[config.mk]
export PLATFORM = sky130hd
export DESIGN_NAME = i2c_master_register_access_unit
export DESIGN_NICKNAME = d
export VERILOG_FILES = /design/src/i2cmra_pkg.sv /design/src/i2c_master_register_access_unit.sv
export VERILOG_INCLUDE_DIRS = /design/src /design/src/src
export SDC_FILE = /design/constraint.sdc
export NUM_CORES = 1
export LEC_CHECK = 0
export BUFFER_PORTS_ARGS = -buffer_cell sky130_fd_sc_hd__clkbuf_2
export CORE_UTILIZATION = 25
export DETAILED_ROUTE_END_ITERATION = 16
export PLACE_DENSITY = 0.52
export SLEW_MARGIN = 20
export SYNTH_ARGS = -nofsm -noshare
export SYNTH_HDL_FRONTEND = slang
export SYNTH_SLANG_ARGS = --single-unit
[constraint.sdc]
create_clock -name clk -period 6.5 [get_ports clk]
set_input_delay 0.325 -clock clk [delete_from_list [all_inputs] [get_ports clk]]
set_output_delay 0.325 -clock clk [all_outputs]
set_load 0.005 [all_outputs]
[src/i2c_master_register_access_unit_macros.svh]
// ----------------------------------------------------------------------------
// I2C master register access assertion macros
// Shared concurrent assertion forms, removed when NO_ASSERTIONS is defined.
// ----------------------------------------------------------------------------
`ifndef I2C_MASTER_REGISTER_ACCESS_UNIT_MACROS_SVH
`define I2C_MASTER_REGISTER_ACCESS_UNIT_MACROS_SVH

`ifndef NO_ASSERTIONS

`define I2CMRA_ASSERT_IMPLIES(label, clk, rst_n, cond, prop) \
    label: assert property (@(posedge clk) disable iff (!rst_n) (cond) |-> (prop)) \
        else $error("i2c register access check failed");

`define I2CMRA_ASSERT_NEXT(label, clk, rst_n, cond, prop) \
    label: assert property (@(posedge clk) disable iff (!rst_n) (cond) |=> (prop)) \
        else $error("i2c register access check failed");

`else

`define I2CMRA_ASSERT_IMPLIES(label, clk, rst_n, cond, prop)

`define I2CMRA_ASSERT_NEXT(label, clk, rst_n, cond, prop)

`endif

`endif

[src/i2cmra_pkg.sv]
// ----------------------------------------------------------------------------
// I2C master register access package
// Item types, command and status codes, and the transaction programs.
// ----------------------------------------------------------------------------
package i2cmra_pkg;

    typedef struct packed {
        logic       opcode;
        logic [1:0] kind;
        logic [6:0] device_address;
        logic [7:0] register_address;
        logic [7:0] write_data;
        logic       master_ack;
        logic       sda_sample;
    } in_item_t;

    typedef struct packed {
        logic       scl_level;
        logic       sda_level;
        logic       sda_drive;
        logic       busy_res;
        logic       done_res;
        logic [2:0] status;
        logic [7:0] read_data;
    } out_item_t;

    localparam logic OPCODE_TICK    = 1'b0;
    localparam logic OPCODE_COMMAND = 1'b1;

    localparam logic [1:0] KIND_WRITE = 2'd0;
    localparam logic [1:0] KIND_READ  = 2'd1;
    localparam logic [1:0] KIND_PROBE = 2'd2;
    localparam logic [1:0] KIND_NONE  = 2'd3;

    localparam logic [2:0] STATUS_OK         = 3'd0;
    localparam logic [2:0] STATUS_ADDR_NACK  = 3'd1;
    localparam logic [2:0] STATUS_REG_NACK   = 3'd2;
    localparam logic [2:0] STATUS_RADDR_NACK = 3'd3;
    localparam logic [2:0] STATUS_DATA_NACK  = 3'd4;

    localparam logic [7:0] HALF_PERIOD_RESET = 8'd40;
    localparam logic [7:0] HALF_PERIOD_MIN   = 8'd2;
    localparam logic [3:0] PROG_LEN          = 4'd12;
    localparam logic [3:0] ACK_COUNT_MAX     = 4'd15;

    typedef enum logic [3:0] {
        OP_START,
        OP_WADDR,
        OP_WREG,
        OP_WDATA,
        OP_WADDRR,
        OP_ACK_ADDR,
        OP_ACK_REG,
        OP_ACK_RADDR,
        OP_ACK_DATA,
        OP_RBYTE,
        OP_MACK,
        OP_STOP,
        OP_END
    } op_t;

    function automatic op_t prog_op(input logic [1:0] kind, input logic [3:0] step);
        op_t op;
        op = OP_END;
        unique case (kind)
            KIND_WRITE:
            begin
                unique case (step)
                    4'd0:    op = OP_START;
                    4'd1:    op = OP_WADDR;
                    4'd2:    op = OP_ACK_ADDR;
                    4'd3:    op = OP_WREG;
                    4'd4:    op = OP_ACK_REG;
                    4'd5:    op = OP_WDATA;
                    4'd6:    op = OP_ACK_DATA;
                    4'd7:    op = OP_STOP;
                    default: op = OP_END;
                endcase
            end
            KIND_READ:
            begin
                unique case (step)
                    4'd0:    op = OP_START;
                    4'd1:    op = OP_WADDR;
                    4'd2:    op = OP_ACK_ADDR;
                    4'd3:    op = OP_WREG;
                    4'd4:    op = OP_ACK_REG;
                    4'd5:    op = OP_START;
                    4'd6:    op = OP_WADDRR;
                    4'd7:    op = OP_ACK_RADDR;
                    4'd8:    op = OP_RBYTE;
                    4'd9:    op = OP_MACK;
                    4'd10:   op = OP_STOP;
                    default: op = OP_END;
                endcase
            end
            KIND_PROBE:
            begin
                unique case (step)
                    4'd0:    op = OP_START;
                    4'd1:    op = OP_WADDR;
                    4'd2:    op = OP_ACK_ADDR;
                    default: op = OP_END;
                endcase
            end
            default:
            begin
                op = OP_END;
            end
        endcase
        return op;
    endfunction

    function automatic logic [2:0] ack_status(input op_t op);
        logic [2:0] code;
        unique case (op)
            OP_ACK_ADDR:  code = STATUS_ADDR_NACK;
            OP_ACK_REG:   code = STATUS_REG_NACK;
            OP_ACK_RADDR: code = STATUS_RADDR_NACK;
            default:      code = STATUS_DATA_NACK;
        endcase
        return code;
    endfunction

endpackage

[src/i2c_master_register_access_unit.sv]
// ----------------------------------------------------------------------------
// I2C master register access unit
// Runs one register write, register read or busy probe per command and
// reports the SCL and SDA pin levels for every tick item.
// ----------------------------------------------------------------------------
//  Channel   Handshake                 Payload
//  in        in_valid / in_ready       in_item  (i2cmra_pkg::in_item_t)
//  out       out_valid / out_ready     out_item (i2cmra_pkg::out_item_t)
//  cfg       cfg_we                    cfg_wdata (half period in ticks)
//
// One item is accepted per clock cycle while in_ready is high, and its
// result is registered in the next cycle; the sequencer update is one pass.
// Reset leaves the bus idle and the half period at 40 ticks.
// While out_ready is low a held result blocks in_ready, and input is
// accepted again in the same cycle that the held result is taken.
// ----------------------------------------------------------------------------
`include "i2c_master_register_access_unit_macros.svh"

module i2c_master_register_access_unit #(
    parameter int ACK_SAMPLES = 5
) (
    input  logic                  clk,
    input  logic                  rst_n,
    input  logic                  cfg_we,
    input  logic [7:0]            cfg_wdata,
    input  logic                  in_valid,
    output logic                  in_ready,
    input  i2cmra_pkg::in_item_t  in_item,
    output logic                  out_valid,
    input  logic                  out_ready,
    output i2cmra_pkg::out_item_t out_item
);
    import i2cmra_pkg::*;

    localparam logic [7:0] ACK_LEN   = 8'(ACK_SAMPLES);
    localparam logic [3:0] NACK_ONES = 4'((ACK_SAMPLES > 1) ? ACK_SAMPLES - 1 : 1);

    logic [7:0] half_period_reg;
    logic       busy_reg,  busy_next;
    logic [3:0] step_reg,  step_next;
    logic [1:0] phase_reg, phase_next;
    logic [7:0] tick_reg,  tick_next;
    logic [2:0] bit_reg,   bit_next;
    logic [7:0] shift_reg, shift_next;
    logic [3:0] ack_reg,   ack_next;
    logic [1:0] kind_reg,  kind_next;
    logic [6:0] dev_reg,   dev_next;
    logic [7:0] rega_reg,  rega_next;
    logic [7:0] wdata_reg, wdata_next;
    logic       mack_reg,  mack_next;
    logic [2:0] status_reg, status_next;
    logic [7:0] rdata_reg,  rdata_next;
    logic       out_valid_reg;
    out_item_t  out_item_reg, result;
    logic       in_fire;
    logic       done;
    logic       scl, sda, drive;

    assign in_ready  = !out_valid_reg || out_ready;
    assign in_fire   = in_valid && in_ready;
    assign out_valid = out_valid_reg;
    assign out_item  = out_item_reg;

    always_comb
    begin
        logic       start;
        op_t        op;
        logic       is_write, is_ack;
        logic [7:0] byte_val;
        logic [7:0] len;
        logic [8:0] tick_inc;
        logic [1:0] last_phase;
        logic       seg_end;
        logic       byte_end;
        logic [3:0] step_inc;
        logic       finish_ok;

        start = !busy_reg && (in_item.opcode == OPCODE_COMMAND) && (in_item.kind != KIND_NONE);

        kind_next  = start ? in_item.kind : kind_reg;
        dev_next   = start ? in_item.device_address : dev_reg;
        rega_next  = start ? in_item.register_address : rega_reg;
        wdata_next = start ? in_item.write_data : wdata_reg;
        mack_next  = start ? in_item.master_ack : mack_reg;
        step_next  = start ? 4'd0 : step_reg;
        phase_next = start ? 2'd0 : phase_reg;
        tick_next  = start ? 8'd0 : tick_reg;
        bit_next   = start ? 3'd0 : bit_reg;
        shift_next = start ? 8'd0 : shift_reg;
        ack_next   = start ? 4'd0 : ack_reg;
        busy_next  = busy_reg || start;

        status_next = status_reg;
        rdata_next  = rdata_reg;
        done  = 1'b0;
        scl   = 1'b1;
        sda   = 1'b1;
        drive = 1'b0;

        op         = prog_op(kind_next, step_next);
        is_write   = (op == OP_WADDR) || (op == OP_WREG) || (op == OP_WDATA) ||
                     (op == OP_WADDRR);
        is_ack     = (op == OP_ACK_ADDR) || (op == OP_ACK_REG) || (op == OP_ACK_RADDR) ||
                     (op == OP_ACK_DATA);
        len        = (half_period_reg < HALF_PERIOD_MIN) ? HALF_PERIOD_MIN : half_period_reg;
        tick_inc   = {1'b0, tick_next} + 9'd1;
        last_phase = ((op == OP_START) || (op == OP_STOP)) ? 2'd2 : 2'd1;
        seg_end    = 1'b0;
        byte_end   = 1'b0;
        step_inc   = step_next + 4'd1;
        finish_ok  = 1'b0;

        unique case (op)
            OP_WADDR:  byte_val = {dev_next, 1'b0};
            OP_WADDRR: byte_val = {dev_next, 1'b1};
            OP_WREG:   byte_val = rega_next;
            default:   byte_val = wdata_next;
        endcase

        if (busy_next)
        begin
            unique case (op)
                OP_START:
                begin
                    scl   = (phase_next != 2'd0);
                    sda   = (phase_next != 2'd2);
                    drive = 1'b1;
                end
                OP_STOP:
                begin
                    scl   = (phase_next != 2'd0);
                    sda   = (phase_next == 2'd2);
                    drive = 1'b1;
                end
                OP_WADDR, OP_WREG, OP_WDATA, OP_WADDRR:
                begin
                    scl   = (phase_next != 2'd0);
                    sda   = byte_val[~bit_next];
                    drive = 1'b1;
                end
                OP_MACK:
                begin
                    scl   = (phase_next != 2'd0);
                    sda   = mack_next;
                    drive = 1'b1;
                end
                default:
                begin
                    scl   = (phase_next != 2'd0);
                    sda   = 1'b1;
                    drive = 1'b0;
                end
            endcase

            if (is_ack && (phase_next == 2'd1) && (len < ACK_LEN))
            begin
                len = ACK_LEN;
            end

            if (is_ack && (phase_next == 2'd1) && (tick_next >= len - ACK_LEN) &&
                in_item.sda_sample && (ack_next < ACK_COUNT_MAX))
            begin
                ack_next = ack_next + 4'd1;
            end

            if ((op == OP_RBYTE) && (phase_next == 2'd1) && (tick_inc == {1'b0, len}))
            begin
                shift_next = {shift_next[6:0], in_item.sda_sample};
            end

            if (tick_inc < {1'b0, len})
            begin
                tick_next = tick_inc[7:0];
            end
            else
            begin
                tick_next = 8'd0;
                if (phase_next < last_phase)
                begin
                    phase_next = phase_next + 2'd1;
                end
                else
                begin
                    phase_next = 2'd0;
                    seg_end    = 1'b1;
                end
            end

            if (seg_end && (is_write || (op == OP_RBYTE)))
            begin
                if (bit_next != 3'd7)
                begin
                    bit_next = bit_next + 3'd1;
                    seg_end  = 1'b0;
                end
                else
                begin
                    bit_next = 3'd0;
                    byte_end = 1'b1;
                end
            end

            if (byte_end && (op == OP_RBYTE))
            begin
                rdata_next = shift_next;
            end

            if (seg_end && is_ack)
            begin
                if (ack_next >= NACK_ONES)
                begin
                    done        = 1'b1;
                    status_next = ack_status(op);
                end
                ack_next = 4'd0;
            end

            if (seg_end && !done)
            begin
                step_next = step_inc;
                if ((step_inc >= PROG_LEN) || (prog_op(kind_next, step_inc) == OP_END))
                begin
                    finish_ok   = 1'b1;
                    done        = 1'b1;
                    status_next = STATUS_OK;
                end
            end

            if (done || finish_ok)
            begin
                busy_next  = 1'b0;
                step_next  = 4'd0;
                phase_next = 2'd0;
                tick_next  = 8'd0;
                bit_next   = 3'd0;
                ack_next   = 4'd0;
            end
        end

        result.scl_level = scl;
        result.sda_level = sda;
        result.sda_drive = drive;
        result.busy_res  = busy_next;
        result.done_res  = done;
        result.status    = status_next;
        result.read_data = rdata_next;
    end

    always_ff @(posedge clk or negedge rst_n)
    begin
        if (!rst_n)
        begin
            half_period_reg <= HALF_PERIOD_RESET;
        end
        else if (cfg_we)
        begin
            half_period_reg <= cfg_wdata;
        end
    end

    always_ff @(posedge clk or negedge rst_n)
    begin
        if (!rst_n)
        begin
            busy_reg   <= 1'b0;
            step_reg   <= 4'd0;
            phase_reg  <= 2'd0;
            tick_reg   <= 8'd0;
            bit_reg    <= 3'd0;
            shift_reg  <= 8'd0;
            ack_reg    <= 4'd0;
            kind_reg   <= KIND_WRITE;
            dev_reg    <= 7'd0;
            rega_reg   <= 8'd0;
            wdata_reg  <= 8'd0;
            mack_reg   <= 1'b0;
            status_reg <= STATUS_OK;
            rdata_reg  <= 8'd0;
        end
        else if (in_fire)
        begin
            busy_reg   <= busy_next;
            step_reg   <= step_next;
            phase_reg  <= phase_next;
            tick_reg   <= tick_next;
            bit_reg    <= bit_next;
            shift_reg  <= shift_next;
            ack_reg    <= ack_next;
            kind_reg   <= kind_next;
            dev_reg    <= dev_next;
            rega_reg   <= rega_next;
            wdata_reg  <= wdata_next;
            mack_reg   <= mack_next;
            status_reg <= status_next;
            rdata_reg  <= rdata_next;
        end
    end

    always_ff @(posedge clk or negedge rst_n)
    begin
        if (!rst_n)
        begin
            out_valid_reg <= 1'b0;
        end
        else if (in_ready)
        begin
            out_valid_reg <= in_valid;
        end
    end

    always_ff @(posedge clk)
    begin
        if (in_fire)
        begin
            out_item_reg <= result;
        end
    end

    `I2CMRA_ASSERT_IMPLIES(a_done_not_busy, clk, rst_n, out_valid && out_item.done_res, !out_item.busy_res)
    `I2CMRA_ASSERT_IMPLIES(a_idle_counters_clear, clk, rst_n, !busy_reg, (tick_reg == 8'd0) && (phase_reg == 2'd0) && (ack_reg == 4'd0) && (step_reg == 4'd0))
    `I2CMRA_ASSERT_NEXT(a_done_ends_busy, clk, rst_n, in_fire && done, !busy_reg)
    `I2CMRA_ASSERT_IMPLIES(a_idle_pins, clk, rst_n, out_valid && !out_item.busy_res && !out_item.done_res, out_item.scl_level && !out_item.sda_drive)

endmodule
# Word-level counts from Yosys, hierarchy flattened
# Memories as Yosys holds them, arrays and structs flattened.
# Index checks and enable logic that the tools add are counted.
# totals
register_bits,92
word_cells,180
mem_count,4
output_inout_bits,18
rom_bits,192
inputBits,41
# memory_table
name,depth,width,rd,rd_ports_with_merged_regs,write_ports,line,rtl
(no name shown),16,4,1,0,0,i2cmra_pkg.sv:82,unique case (step)
(no name shown),16,4,1,0,0,i2cmra_pkg.sv:82,
(no name shown),8,4,1,0,0,i2cmra_pkg.sv:68,unique case (step)
(no name shown),8,4,1,0,0,i2cmra_pkg.sv:68,
# op_classes
reduce_logical,36
eq_ne,24
n_lt_le_gt_ge,9
add_sub_neg,6
bitwise,1
mux,77
# ops
cell,n
2-to-1 mux 8 bit,14
2-to-1 mux 4 bit,14
case mux 4 bit (3 select lines),4
2-to-1 mux 3 bit,10
case mux 8 bit (3 select lines),1
2-to-1 mux 1 bit,23
"equality test 4 bit, second input constant",5
"equality test 4 x 2 -> 1 bit, second input constant",4
"equality test 4 x 3 -> 1 bit, second input constant",4
logical AND 1 bit,14
2-to-1 mux 2 bit,7
"equality test 4 x 1 -> 1 bit, second input constant",3
logical NOT 4 bit,3
logical OR 1 bit,12
"adder 8 x 1 -> 9 bit, second input constant",1
equality test 9 x 8 -> 1 bit,1
< comparator 9 x 8 -> 1 bit,1
case mux 3 bit (3 select lines),1
"adder 4 x 1 -> 4 bit, second input constant",2
greater-or-equal comparator 8 bit,1
"< comparator 8 x 2 -> 1 bit, second input constant",1
"< comparator 8 x 3 -> 1 bit, second input constant",1
"subtractor 8 x 3 -> 8 bit, second input constant",1
2-to-1 mux 7 bit,1
other kinds (19),24

# Depth between registers and ports, before layout
# Gate-level depths: netlist (run 1).
# depth
word_depth,38
ltp_mapped,31

# Worst setup path after synthesis (run 1)
# OpenSTA, ideal clock, no wires.
# synth_timing
kind,register -> register
startpoint,register busy_reg
endpoint,register bit_reg[1]
path_slack_ns,0.503
arrival_ns,5.929
stages_incl_launch_ff,28
n_path_buf,4
path_cell_list,dfrtp_1 nor2b_1 buf_4 nand2_1 clkbuf_1 clkbuf_1 nand2_1 ha_1 nor3b_1 a31o_1 o31ai_2 and3_1 buf_4 nand2_2 o22ai_4 nand2_1 o21ai_1 nor2_1 nor2_1 ha_1 a2111oi_0 o211a_1 o21ai_0 o41a_1 a31oi_2 nor2_8 o31ai_1 a32o_1
# synth_between
elab_chain_cells,33
word_cells_on_any_way,99
classes_between,add/sub (5); order compare (6); eq/ne (19); mux (38); reduce/logical (27); memory (4)
# synth_lines
element,line,rtl
from (decl),i2c_master_register_access_unit.sv:39,"logic busy_reg, busy_next;"
from (signal assigned),i2c_master_register_access_unit.sv:282,busy_reg <= busy_next;
logical NOT 1 bit,i2c_master_register_access_unit.sv:78,start = !busy_reg && (in_item.opcode == OPCODE_COMMAND) && (in_item.kind != KIND_NONE);
logical AND 1 bit (2 in series),i2c_master_register_access_unit.sv:78,
2-to-1 mux 4 bit,i2c_master_register_access_unit.sv:85,step_next = start ? 4'd0 : step_reg;
memory read (8 x 4 bit) (tied with other cells),-,
2-to-1 mux 4 bit or case mux 4 bit (3 select lines) (tied branches),"i2cmra_pkg.sv:68, i2cmra_pkg.sv:99",
case mux 4 bit (3 select lines),i2cmra_pkg.sv:65,unique case (kind)
equality test 4 x 3 -> 1 bit,i2c_master_register_access_unit.sv:103,is_ack = (op == OP_ACK_ADDR) || (op == OP_ACK_REG) || (op == OP_ACK_RADDR) ||
logical OR 1 bit (3 in series),i2c_master_register_access_unit.sv:103,
[... 14 more ...],-,
2-to-1 mux 1 bit,i2c_master_register_access_unit.sv:120,if (busy_next)
logical NOT 1 bit,i2c_master_register_access_unit.sv:218,if (seg_end && !done)
logical AND 1 bit,i2c_master_register_access_unit.sv:218,
2-to-1 mux 1 bit,i2c_master_register_access_unit.sv:218,
2-to-1 mux 1 bit,i2c_master_register_access_unit.sv:120,
logical OR 1 bit,i2c_master_register_access_unit.sv:229,if (done || finish_ok)
2-to-1 mux 3 bit,i2c_master_register_access_unit.sv:229,
2-to-1 mux 3 bit *,i2c_master_register_access_unit.sv:120,
to (signal assigned),i2c_master_register_access_unit.sv:286,bit_reg <= bit_next;
to (decl),i2c_master_register_access_unit.sv:43,"logic [2:0] bit_reg, bit_next;"
# Mark *: on every way between the ends. The rest lies on a longest branch, timed or not. The select of a mux whose other input is x is not followed.
# A chain may end at the register's enable or synchronous reset.

# Worst setup path after layout (run 1)
# layout_timing
startpoint,register busy_reg
endpoint,register bit_reg[2]
# The elaborated chain is that of the path after synthesis.

==> results of run 1 <==
[layer usage]
| layer | GRT usage | vias up | part of all wire |
|---|---|---|---|
| li1 | - | 2428 | - |
| met1 | 0.181 | 2385 | 0.48 |
| met2 | 0.218 | 104 | 0.46 |
| met3 | 0.0229 | 20 | 0.041 |
| met4 | 0.0504 | 0 | 0.018 |
| met5 | 0 | - | 0 |
[cell usage after synthesis (5+ instances only)]
library cell	count
inv_1	24
a21oi_1	30
dfrtp_1	74
xnor2_1	13
a32o_1	10
nand4_1	9
nor2b_1	5
o21ai_0	28
nor3_1	9
nand2_1	79
and3_1	6
mux2i_1	10
nor2_1	45
mux2_2	43
and2_1	13
ha_1	33
clkbuf_1	19
a22o_1	19
nand2b_1	6
nand3_1	16
edfxtp_1	16
buf_4	5
[worst max-delay path by stage]
stage	slack (ns)	from	to
final	0.52	busy_reg	bit_reg[2]
after global routing	0.05	busy_reg	out_item[3]
after CTS	0.27	busy_reg	bit_reg[2]
after detailed placement	0.30	busy_reg	step_reg[2]
after global placement	0.33	busy_reg	bit_reg[2]
after floorplan	0.50	busy_reg	bit_reg[1]
[kinds of logic (layout without fill, tap and decap cells)]
family          count (synthesis)  after routing  share of synthesized area
xor+xnor                       16             16                     0.0242
fa+ha+maj                      34             34                     0.0692
compound gates                165            165                      0.211
simple gates                  213            213                      0.172
mux                            53             53                     0.0957
buf+inv                        54            110                     0.0369
flops                          92             92                      0.390
[per-stage QoR]
step                      power, mW  instance area, um^2  hold WS, ns  setup slack [ns]  cells
after floorplan                1.30                 6110       0.0294             0.503    627
after global placement         1.52                 6750        0.214             0.335    985
after detailed placement       1.52                 6750        0.217             0.302    985
after CTS                      2.10                 7070        0.150             0.274   1002
after global routing           2.21                 7080        0.174            0.0485   1002
final                          2.08                 7080        0.157             0.516   1002
[tightest hold or removal path: stages]
cell,delay [ns]
clkbuf_2,0.08
nand2_1,0.05
o21ai_0,0.07
[cell type report]
class,count,area (um^2)
inverter,25,93.8
multi-input combinational,481,3510
clock inverter,7,92.6
timing repair buffer,69,378
fill,2560,16600
sequential,92,2380
clock buffer,9,225
tap,319,399
[what timing repair did]
item | in CTS | in global routing
hold buffers | 1 | 0
gates resized for setup | 0 | 2
hold endpoints to repair | 16 | 0
setup endpoints to repair | 0 | 34
[power groups by stage]
stage          clock network (mW)  registers [mW]  logic [mW]
2_1_floorplan                   0           0.739       0.566
3_3_place_gp                    0           0.760       0.756
3_5_place_dp                    0           0.764       0.753
4_1_cts                     0.591           0.753       0.759
5_1_grt                     0.606           0.767       0.839
6_report                    0.572           0.752       0.757
==> run summary, run 1 <==
CTS root buf -> clkbuf_16
Layout Nets -> 752
largest net degree at the start of global routing -> 61
DRT iter0 DRCs -> 282
WL/cell -> 16.2 um
crit path max fanout -> 10
global route overflow -> 0
Num CTS Buffers -> 9
Post-synth EDFFs -> 16
synthesis-to-layout area growth -> 15.9%
DRT Wirelength -> 16.3 mm
Slew Limit Headroom -> 0.332
vias in the first global route -> 4821
Buf+Inv Stages, Crit Path -> 2
Post-synth top flop -> dfrtp_1
synthesized area -> 6110 um^2
startpoint types -> flip-flop
H-tree depth -> 3
DR vias/cell -> 4.93
Ports -> 59
worst reg2reg setup slack -> 0.52 ns
Power Density -> 294 nW/um^2
Clk pwr share -> 0.275
share of layout cells above drive strength 1 -> 0.234
drt first pass iters -> 5
clk sink count -> 92
Global Route Usage Sum -> 0.135
initial antenna violation count -> 0
final slew viol count -> 0
min Tclk post-route -> 5.98 ns
Synth warnings -> 0
sequential share of power -> 0.362
Required @ worst endpoint -> 6.79 ns
Worst-Margin Slew -> 1.00 ns
ys async rst share -> 0.826
Worst setup EP type -> flip-flop
CP peak stage delay -> 0.49 ns
synthesized area per cell -> 9.74 um^2
ant diodes -> 0
hold path startpoint -> cfg_wdata[5]
Reg2Reg Launch Point -> busy_reg
DRC -> 0
via count -> 4937
Peak supply drop -> 0.114 mV
Crit path depth -> 25
Net Sw Power -> 0.777 mW
worst min path class -> in -> reg
most frequent cells in the layout -> nand2_1 (79), dfrtp_1 (74), clkbuf_2 (57)
PortBufs -> 58
Sw Ratio -> 0.373
hold-critical path endpoint -> half_period_reg[5]
postcts setup bufs -> 0
max-cap viol count -> 0
crit path kind -> reg -> reg
commonest non-fill, non-tap cell in the layout -> nand2_1
clk buf depth -> 2
first-pass GRT wire length -> 26.2 mm
Util after Layout -> 0.299
Combinational Power Share -> 0.364
cell-internal power -> 1.30 mW
# setup viols final -> 0
synth top area cells -> dfrtp_1 (30%), mux2_2 (7.9%), edfxtp_1 (7.9%), ha_1 (6.8%), nand2_1 (4.9%)
Peak Freq -> 0.167 GHz
clk_skew -> 0.0174 ns
clock latency on the worst-skew pair -> 0.36 ns
Crit path arrival time -> 6.27 ns
Core Region -> 23700 um^2
status -> completed
Starting Density -> 0.258
Largest register FFs -> 16
Placer Congestion -> 0.855
Critical R2R Capture -> bit_reg[2]
post-synthesis cell count -> 627
post-synth top area cell -> dfrtp_1
delay-heaviest family, CP -> compound AO/OA/AOI/OAI gates
DIE WIDTH -> 158 um
CTS tree -> done
post-synthesis sequential area ratio -> 0.390
Die H -> 158 um
Synth top area share -> 0.303
Yosys reg bits -> 92
Synth cell types -> 86
RSZ-0062 raised after global routing -> false
Synth Net Count -> 701
DP Wirelength -> 11.9 mm
Final TNS setup -> 0 ns
Clock Pin Slew Worst Setup and Hold Paths -> 0.08 ns
DIE AREA -> 25100 um^2
FP Rows -> 56
CP max stage cell -> dfrtp_1
Hold Crit Depth -> 3
R2R cell count -> 25
Leakage -> 3.08 nW
Fin. Hold Viols -> 0
fin crit share -> 0.921
DRT antenna net count -> 0
(Power assumes the default switching activity.)
==> run 2: changes to the inputs <==
--- a/config.mk
+++ b/config.mk
@@ -6,10 +6,11 @@
 export SDC_FILE = /design/constraint.sdc
 export NUM_CORES = 1
 export LEC_CHECK = 0
-export BUFFER_PORTS_ARGS = -buffer_cell sky130_fd_sc_hd__clkbuf_2
+export CAP_MARGIN = 10
 export CORE_UTILIZATION = 25
 export DETAILED_ROUTE_END_ITERATION = 16
-export PLACE_DENSITY = 0.52
+export DONT_BUFFER_PORTS = 1
+export PLACE_DENSITY = 0.5
 export SLEW_MARGIN = 20
 export SYNTH_ARGS = -nofsm -noshare
 export SYNTH_HDL_FRONTEND = slang
==> run 2 against run 1 <==
Net effect:
- combinational power is 3% lower
- die area stayed put
- critical path depth stayed put
- count of clock-buffer cells in the layout stayed put
- largest cell class unchanged
- largest power group is now registers
- highest routed layer is now met5
==> run summary, run 2 (synthesized netlist as in run 1, its figures left out) <==
final slew viol count -> 0
synthesis-to-layout area growth -> 11.7%
Slew Limit Headroom -> 0.331
Power Density -> 302 nW/um^2
Die H -> 158 um
Num CTS Buffers -> 9
Peak Freq -> 0.168 GHz
Required @ worst endpoint -> 6.77 ns
Global Route Usage Sum -> 0.137
CP peak stage delay -> 0.51 ns
FP Rows -> 56
WL/cell -> 17.3 um
Pwr Total -> 2.06 mW
min Tclk post-route -> 5.96 ns
Ports -> 59
clk sink count -> 92
DRT iter0 DRCs -> 306
H-tree depth -> 3
Final TNS setup -> 0 ns
ant diodes -> 0
largest net degree at the start of global routing -> 77
initial antenna violation count -> 2
Leakage -> 2.85 nW
final hold slack -> 0.0229 ns
drt first pass iters -> 5
Peak supply drop -> 0.127 mV
FILL cells -> 2519
Multi-input gate area -> 3520 um^2
Worst setup EP type -> flip-flop
DR vias/cell -> 5.06
Crit path arrival time -> 6.23 ns
first-pass GRT wire length -> 26.5 mm
Core Region -> 23700 um^2
sequential cell area -> 2380 um^2
Worst-Margin Slew -> 0.995 ns
DIE AREA -> 25100 um^2
R2R cell count -> 25
status -> completed
crit path kind -> reg -> reg
DRT Wirelength -> 16.3 mm
Starting Density -> 0.258
RSZ-0062 raised after global routing -> false
worst min path class -> in -> reg
clock latency on the worst-skew pair -> 0.35 ns
clk_skew -> 0.00989 ns
DRC -> 0
share of layout cells above drive strength 1 -> 0.165
Clock Pin Slew Worst Setup and Hold Paths -> 0.07 ns
CP max stage cell -> dfrtp_1
most frequent cells in the layout -> nand2_1 (79), dfrtp_1 (74), nor2_1 (44)
PortBufs -> 0
startpoint types -> flip-flop
Layout Nets -> 694
crit path max fanout -> 10
commonest non-fill, non-tap cell in the layout -> nand2_1
fin crit share -> 0.917
vias in the first global route -> 4709
DP Wirelength -> 11.8 mm
CTS root buf -> clkbuf_16
clk buf depth -> 2
delay-heaviest family, CP -> compound AO/OA/AOI/OAI gates
via count -> 4777
Fin. Hold Viols -> 0
# setup viols final -> 0
Largest register FFs -> 16
DRT antenna net count -> 0
Placer Congestion -> 0.846
max-cap viol count -> 0
global route overflow -> 0
DIE WIDTH -> 158 um
CTS tree -> done
Buf+Inv Stages, Crit Path -> 2
Hold Crit Depth -> 1
Crit path depth -> 25
[run 2: cell count changes in the layout (fill, tap and decap cells not counted)]
cell | previous run | this run
clkbuf_2 | 57 | 0
buf_4 | 11 | 9
buf_16 | 0 | 1
nor2_2 | 3 | 2
nor2_4 | 0 | 1
nor2b_2 | 1 | 0
nor2b_4 | 0 | 1
o31ai_1 | 3 | 2
o31ai_2 | 2 | 3
[run 2: metal layers]
layer / up-vias / GRT usage / wire (um)
met3: 27 / 0.0318 / 786
met2: 89 / 0.214 / 7560
met1: 2339 / 0.184 / 7650
met4: 4 / 0.0499 / 300
li1: 2318 / - / -
met5: - / 0 / 27
[run 2: through the flow]
stage               area (um^2)  setup WS (ns)   util  instances
floorplan                  6110          0.503      -        627
CTS                        6800         0.0418  0.287        944
global placement           6440          0.337  0.272        926
global route               6820         0.0330  0.288        944
finish                     6820          0.541  0.288        944
detailed placement         6440         0.0903  0.272        926
[run 2: layout make-up]
cell class,instances,share of cell area
repair buffers,11,0.0154
multi-input cells,481,0.516
clock inverters,7,0.0136
well taps,319,0.0585
inverters,25,0.0138
flip-flops and latches,92,0.350
clock buffers,9,0.0330
[run 2: power breakdown]
part | switching (mW) | internal, mW
clock | 0.261 | 0.309
sequential | 0.0700 | 0.684
combinational | 0.439 | 0.299
total | 0.770 | 1.29
[run 2: worst paths after layout]
| check | startpoint | end | slack, ns |
|---|---|---|---|
| setup / recovery | busy_reg | bit_reg[0] | 0.54 |
| hold / removal | cfg_we | half_period_reg[3] | 0.02 |
| setup reg to reg | busy_reg | bit_reg[0] | 0.54 |
| hold reg to reg | phase_reg[1] | phase_reg[1] | 0.47 |
| max in group asynchronous | rst_n | half_period_reg[3] | 5.60 |
| min in group asynchronous | rst_n | rega_reg[5] | 0.50 |
[run 2: timing repair]
action,CTS,global route
setup buffers,0,0
setup endpoints to repair,0,36
endpoints found under the hold margin,76,0
hold buffers,2,0
gates resized for setup,0,5
[run 2: worst register-to-register path, cell delays in order (launching register included)]
cell and delay [ns]:
dfrtp_1 0.51, nor2b_4 0.25, nand2_1 0.18, nand2_1 0.21, inv_1 0.12, ha_1 0.29
inv_1 0.08, ha_1 0.14, a22oi_1 0.08, o221a_2 0.30, a311oi_4 0.30, nand2_2 0.15
o22ai_4 0.29, nand2_1 0.23, o21ai_2 0.27, nor2_1 0.10, nor2_1 0.13, ha_1 0.26
a2111oi_0 0.48, o211a_1 0.29, o21ai_0 0.10, o41a_1 0.17, a31oi_2 0.35, nor2_8 0.11
o31ai_2 0.34, o2bb2ai_1 0.16
==> run 3: changes to the inputs <==
--- a/config.mk
+++ b/config.mk
@@ -11,6 +11,7 @@
 export DETAILED_ROUTE_END_ITERATION = 16
 export DONT_BUFFER_PORTS = 1
 export PLACE_DENSITY = 0.5
+export REMOVE_ABC_BUFFERS = 1
 export SLEW_MARGIN = 20
 export SYNTH_ARGS = -nofsm -noshare
 export SYNTH_HDL_FRONTEND = slang
==> run 3 against run 2 <==
Net effect:
- die area unchanged
- largest cell class unchanged
- clock power down 2%
- wire length down 1.2%
- clock skew up 0.0027 ns
- register-to-register slack worse by 0.06 ns
- sequential share of layout area about the same
- first-iteration DRC count down 16%
- via count down 1.3%
- maximum frequency down 1.0%
- critical endpoint is now out_item[8]
==> run summary, run 3 (synthesized netlist as in run 1, its figures left out) <==
largest net degree at the start of global routing -> 77
global route hottest layer -> met2
Fin. Hold Viols -> 0
FP Rows -> 56
Layout Nets -> 695
worst min path class -> in -> reg
H-tree depth -> 3
Slew Limit Headroom -> 0.340
Reg2Reg Launch Point -> busy_reg
crit path max fanout -> 10
Crit path arrival time -> 6.13 ns
Global Route Usage Sum -> 0.134
Worst setup EP type -> flip-flop
Worst-Margin Slew -> 0.987 ns
final slew viol count -> 0
commonest non-fill, non-tap cell in the layout -> nand2_1
met3 Use GR -> 0.0318
via count -> 4713
DIE WIDTH -> 158 um
Peak supply drop -> 0.125 mV
Ports -> 59
Num CTS Buffers -> 9
synthesis-to-layout area growth -> 11.6%
clock latency on the worst-skew pair -> 0.36 ns
postcts setup bufs -> 0
vias in the first global route -> 4699
Hold Crit Depth -> 1
CTS tree -> done
Placer Congestion -> 0.858
status -> completed
first-pass GRT wire length -> 26.0 mm
origin of the worst setup path -> busy_reg
worst reg2reg setup slack -> 0.48 ns
Final TNS setup -> 0 ns
clk buf depth -> 2
pre-CTS setup slack -> 0.139 ns
share of layout cells above drive strength 1 -> 0.166
Required @ worst endpoint -> 6.61 ns
drt first pass iters -> 4
Core Region -> 23700 um^2
initial antenna violation count -> 0
WL/cell -> 17.1 um
Power Density -> 300 nW/um^2
DR vias/cell -> 4.99
min Tclk post-route -> 6.02 ns
RSZ-0062 raised after global routing -> false
DIE AREA -> 25100 um^2
Clock Pin Slew Worst Setup and Hold Paths -> 0.08 ns
# setup viols final -> 0
PortBufs -> 0
Critical R2R Capture -> out_item[8]
final worst slack -> 0.479 ns
ant diodes -> 0
GR Layer Usage met2 -> 0.209
Die H -> 158 um
Leakage -> 2.84 nW
startpoint types -> flip-flop
Util after Layout -> 0.288
most frequent cells in the layout -> nand2_1 (79), dfrtp_1 (74), nor2_1 (44)
DRT Wirelength -> 16.1 mm
DRT iter0 DRCs -> 257
R2R cell count -> 24
fin crit share -> 0.926
met1 global-route usage -> 0.186
Peak Freq -> 0.166 GHz
clk sink count -> 92
CP endpoint -> out_item[8]
DP Wirelength -> 11.6 mm
global route overflow -> 0
DRC -> 0
clk_skew -> 0.0126 ns
Largest register FFs -> 16
crit path kind -> reg -> reg
max-cap viol count -> 0
FILL cells -> 2563
Starting Density -> 0.258
DRT antenna net count -> 0
CTS root buf -> clkbuf_16
-- run 3: repair_timing --
| item | 4_1_cts | 5_1_grt |
|---|---|---|
| endpoints found under the setup margin | 0 | 36 |
| resized for setup | 0 | 5 |
| endpoints found under the hold margin | 76 | 0 |
| hold buffers | 2 | 0 |
-- run 3: area by class of cell --
class / count / area [um^2] / area share
clock inverters: 6 / 70.1 / 0.0103
multi-input cells: 481 / 3520 / 0.516
inverters: 25 / 93.8 / 0.0138
flip-flops and latches: 92 / 2380 / 0.350
repair buffers: 12 / 113 / 0.0165
clock buffers: 10 / 239 / 0.0351
well taps: 319 / 399 / 0.0586
-- run 3: worst min-delay path by stage --
stage	from	to	slack, ns
floorplan	rst_n	ack_reg[0]	0.03
global placement	rst_n	rdata_reg[6]	0.03
detailed placement	rst_n	rdata_reg[6]	0.03
CTS	cfg_we	half_period_reg[3]	0.008
global route	cfg_we	half_period_reg[5]	0.02
finish	cfg_we	half_period_reg[3]	0.02
-- run 3: report_power, final --
part	internal, mW	total (mW)	switching (mW)
combinational	0.301	0.732	0.431
sequential	0.684	0.754	0.0702
clock	0.312	0.560	0.248
-- run 3: stage by stage --
step / cells / hold WS [ns] / power, mW / area, um^2
2_1_floorplan: 598 / 0.0294 / 1.29 / 5980
3_3_place_gp: 927 / 0.0335 / 1.48 / 6450
3_5_place_dp: 927 / 0.0332 / 1.48 / 6450
4_1_cts: 945 / 0.00831 / 2.07 / 6800
5_1_grt: 945 / 0.0247 / 2.18 / 6820
6_report: 945 / 0.0196 / 2.05 / 6820
-- run 3: worst max-delay path, cell delays in order, from the launching register on --
cell and delay [ns]:
dfrtp_1 0.48, nor2b_2 0.30, nand2_1 0.16, nand2_1 0.20, inv_1 0.13, ha_1 0.30
inv_1 0.08, ha_1 0.13, a22oi_1 0.08, o221a_2 0.31, a311oi_4 0.29, nand2_2 0.15
o22ai_4 0.31, nand2_1 0.21, o21ai_2 0.27, nor2_1 0.10, nor2_1 0.15, ha_1 0.28
a2111oi_1 0.46, o211a_1 0.29, o41a_1 0.21, a31oi_2 0.17, nor2_8 0.24, nand2_1 0.16
a22o_1 0.28
-- run 3: routing by layer --
layer  share of wire  vias up
met3           0.051       13
li1                -     2307
met5               0        -
met1            0.49     2284
met2            0.45      109
met4           0.011        0
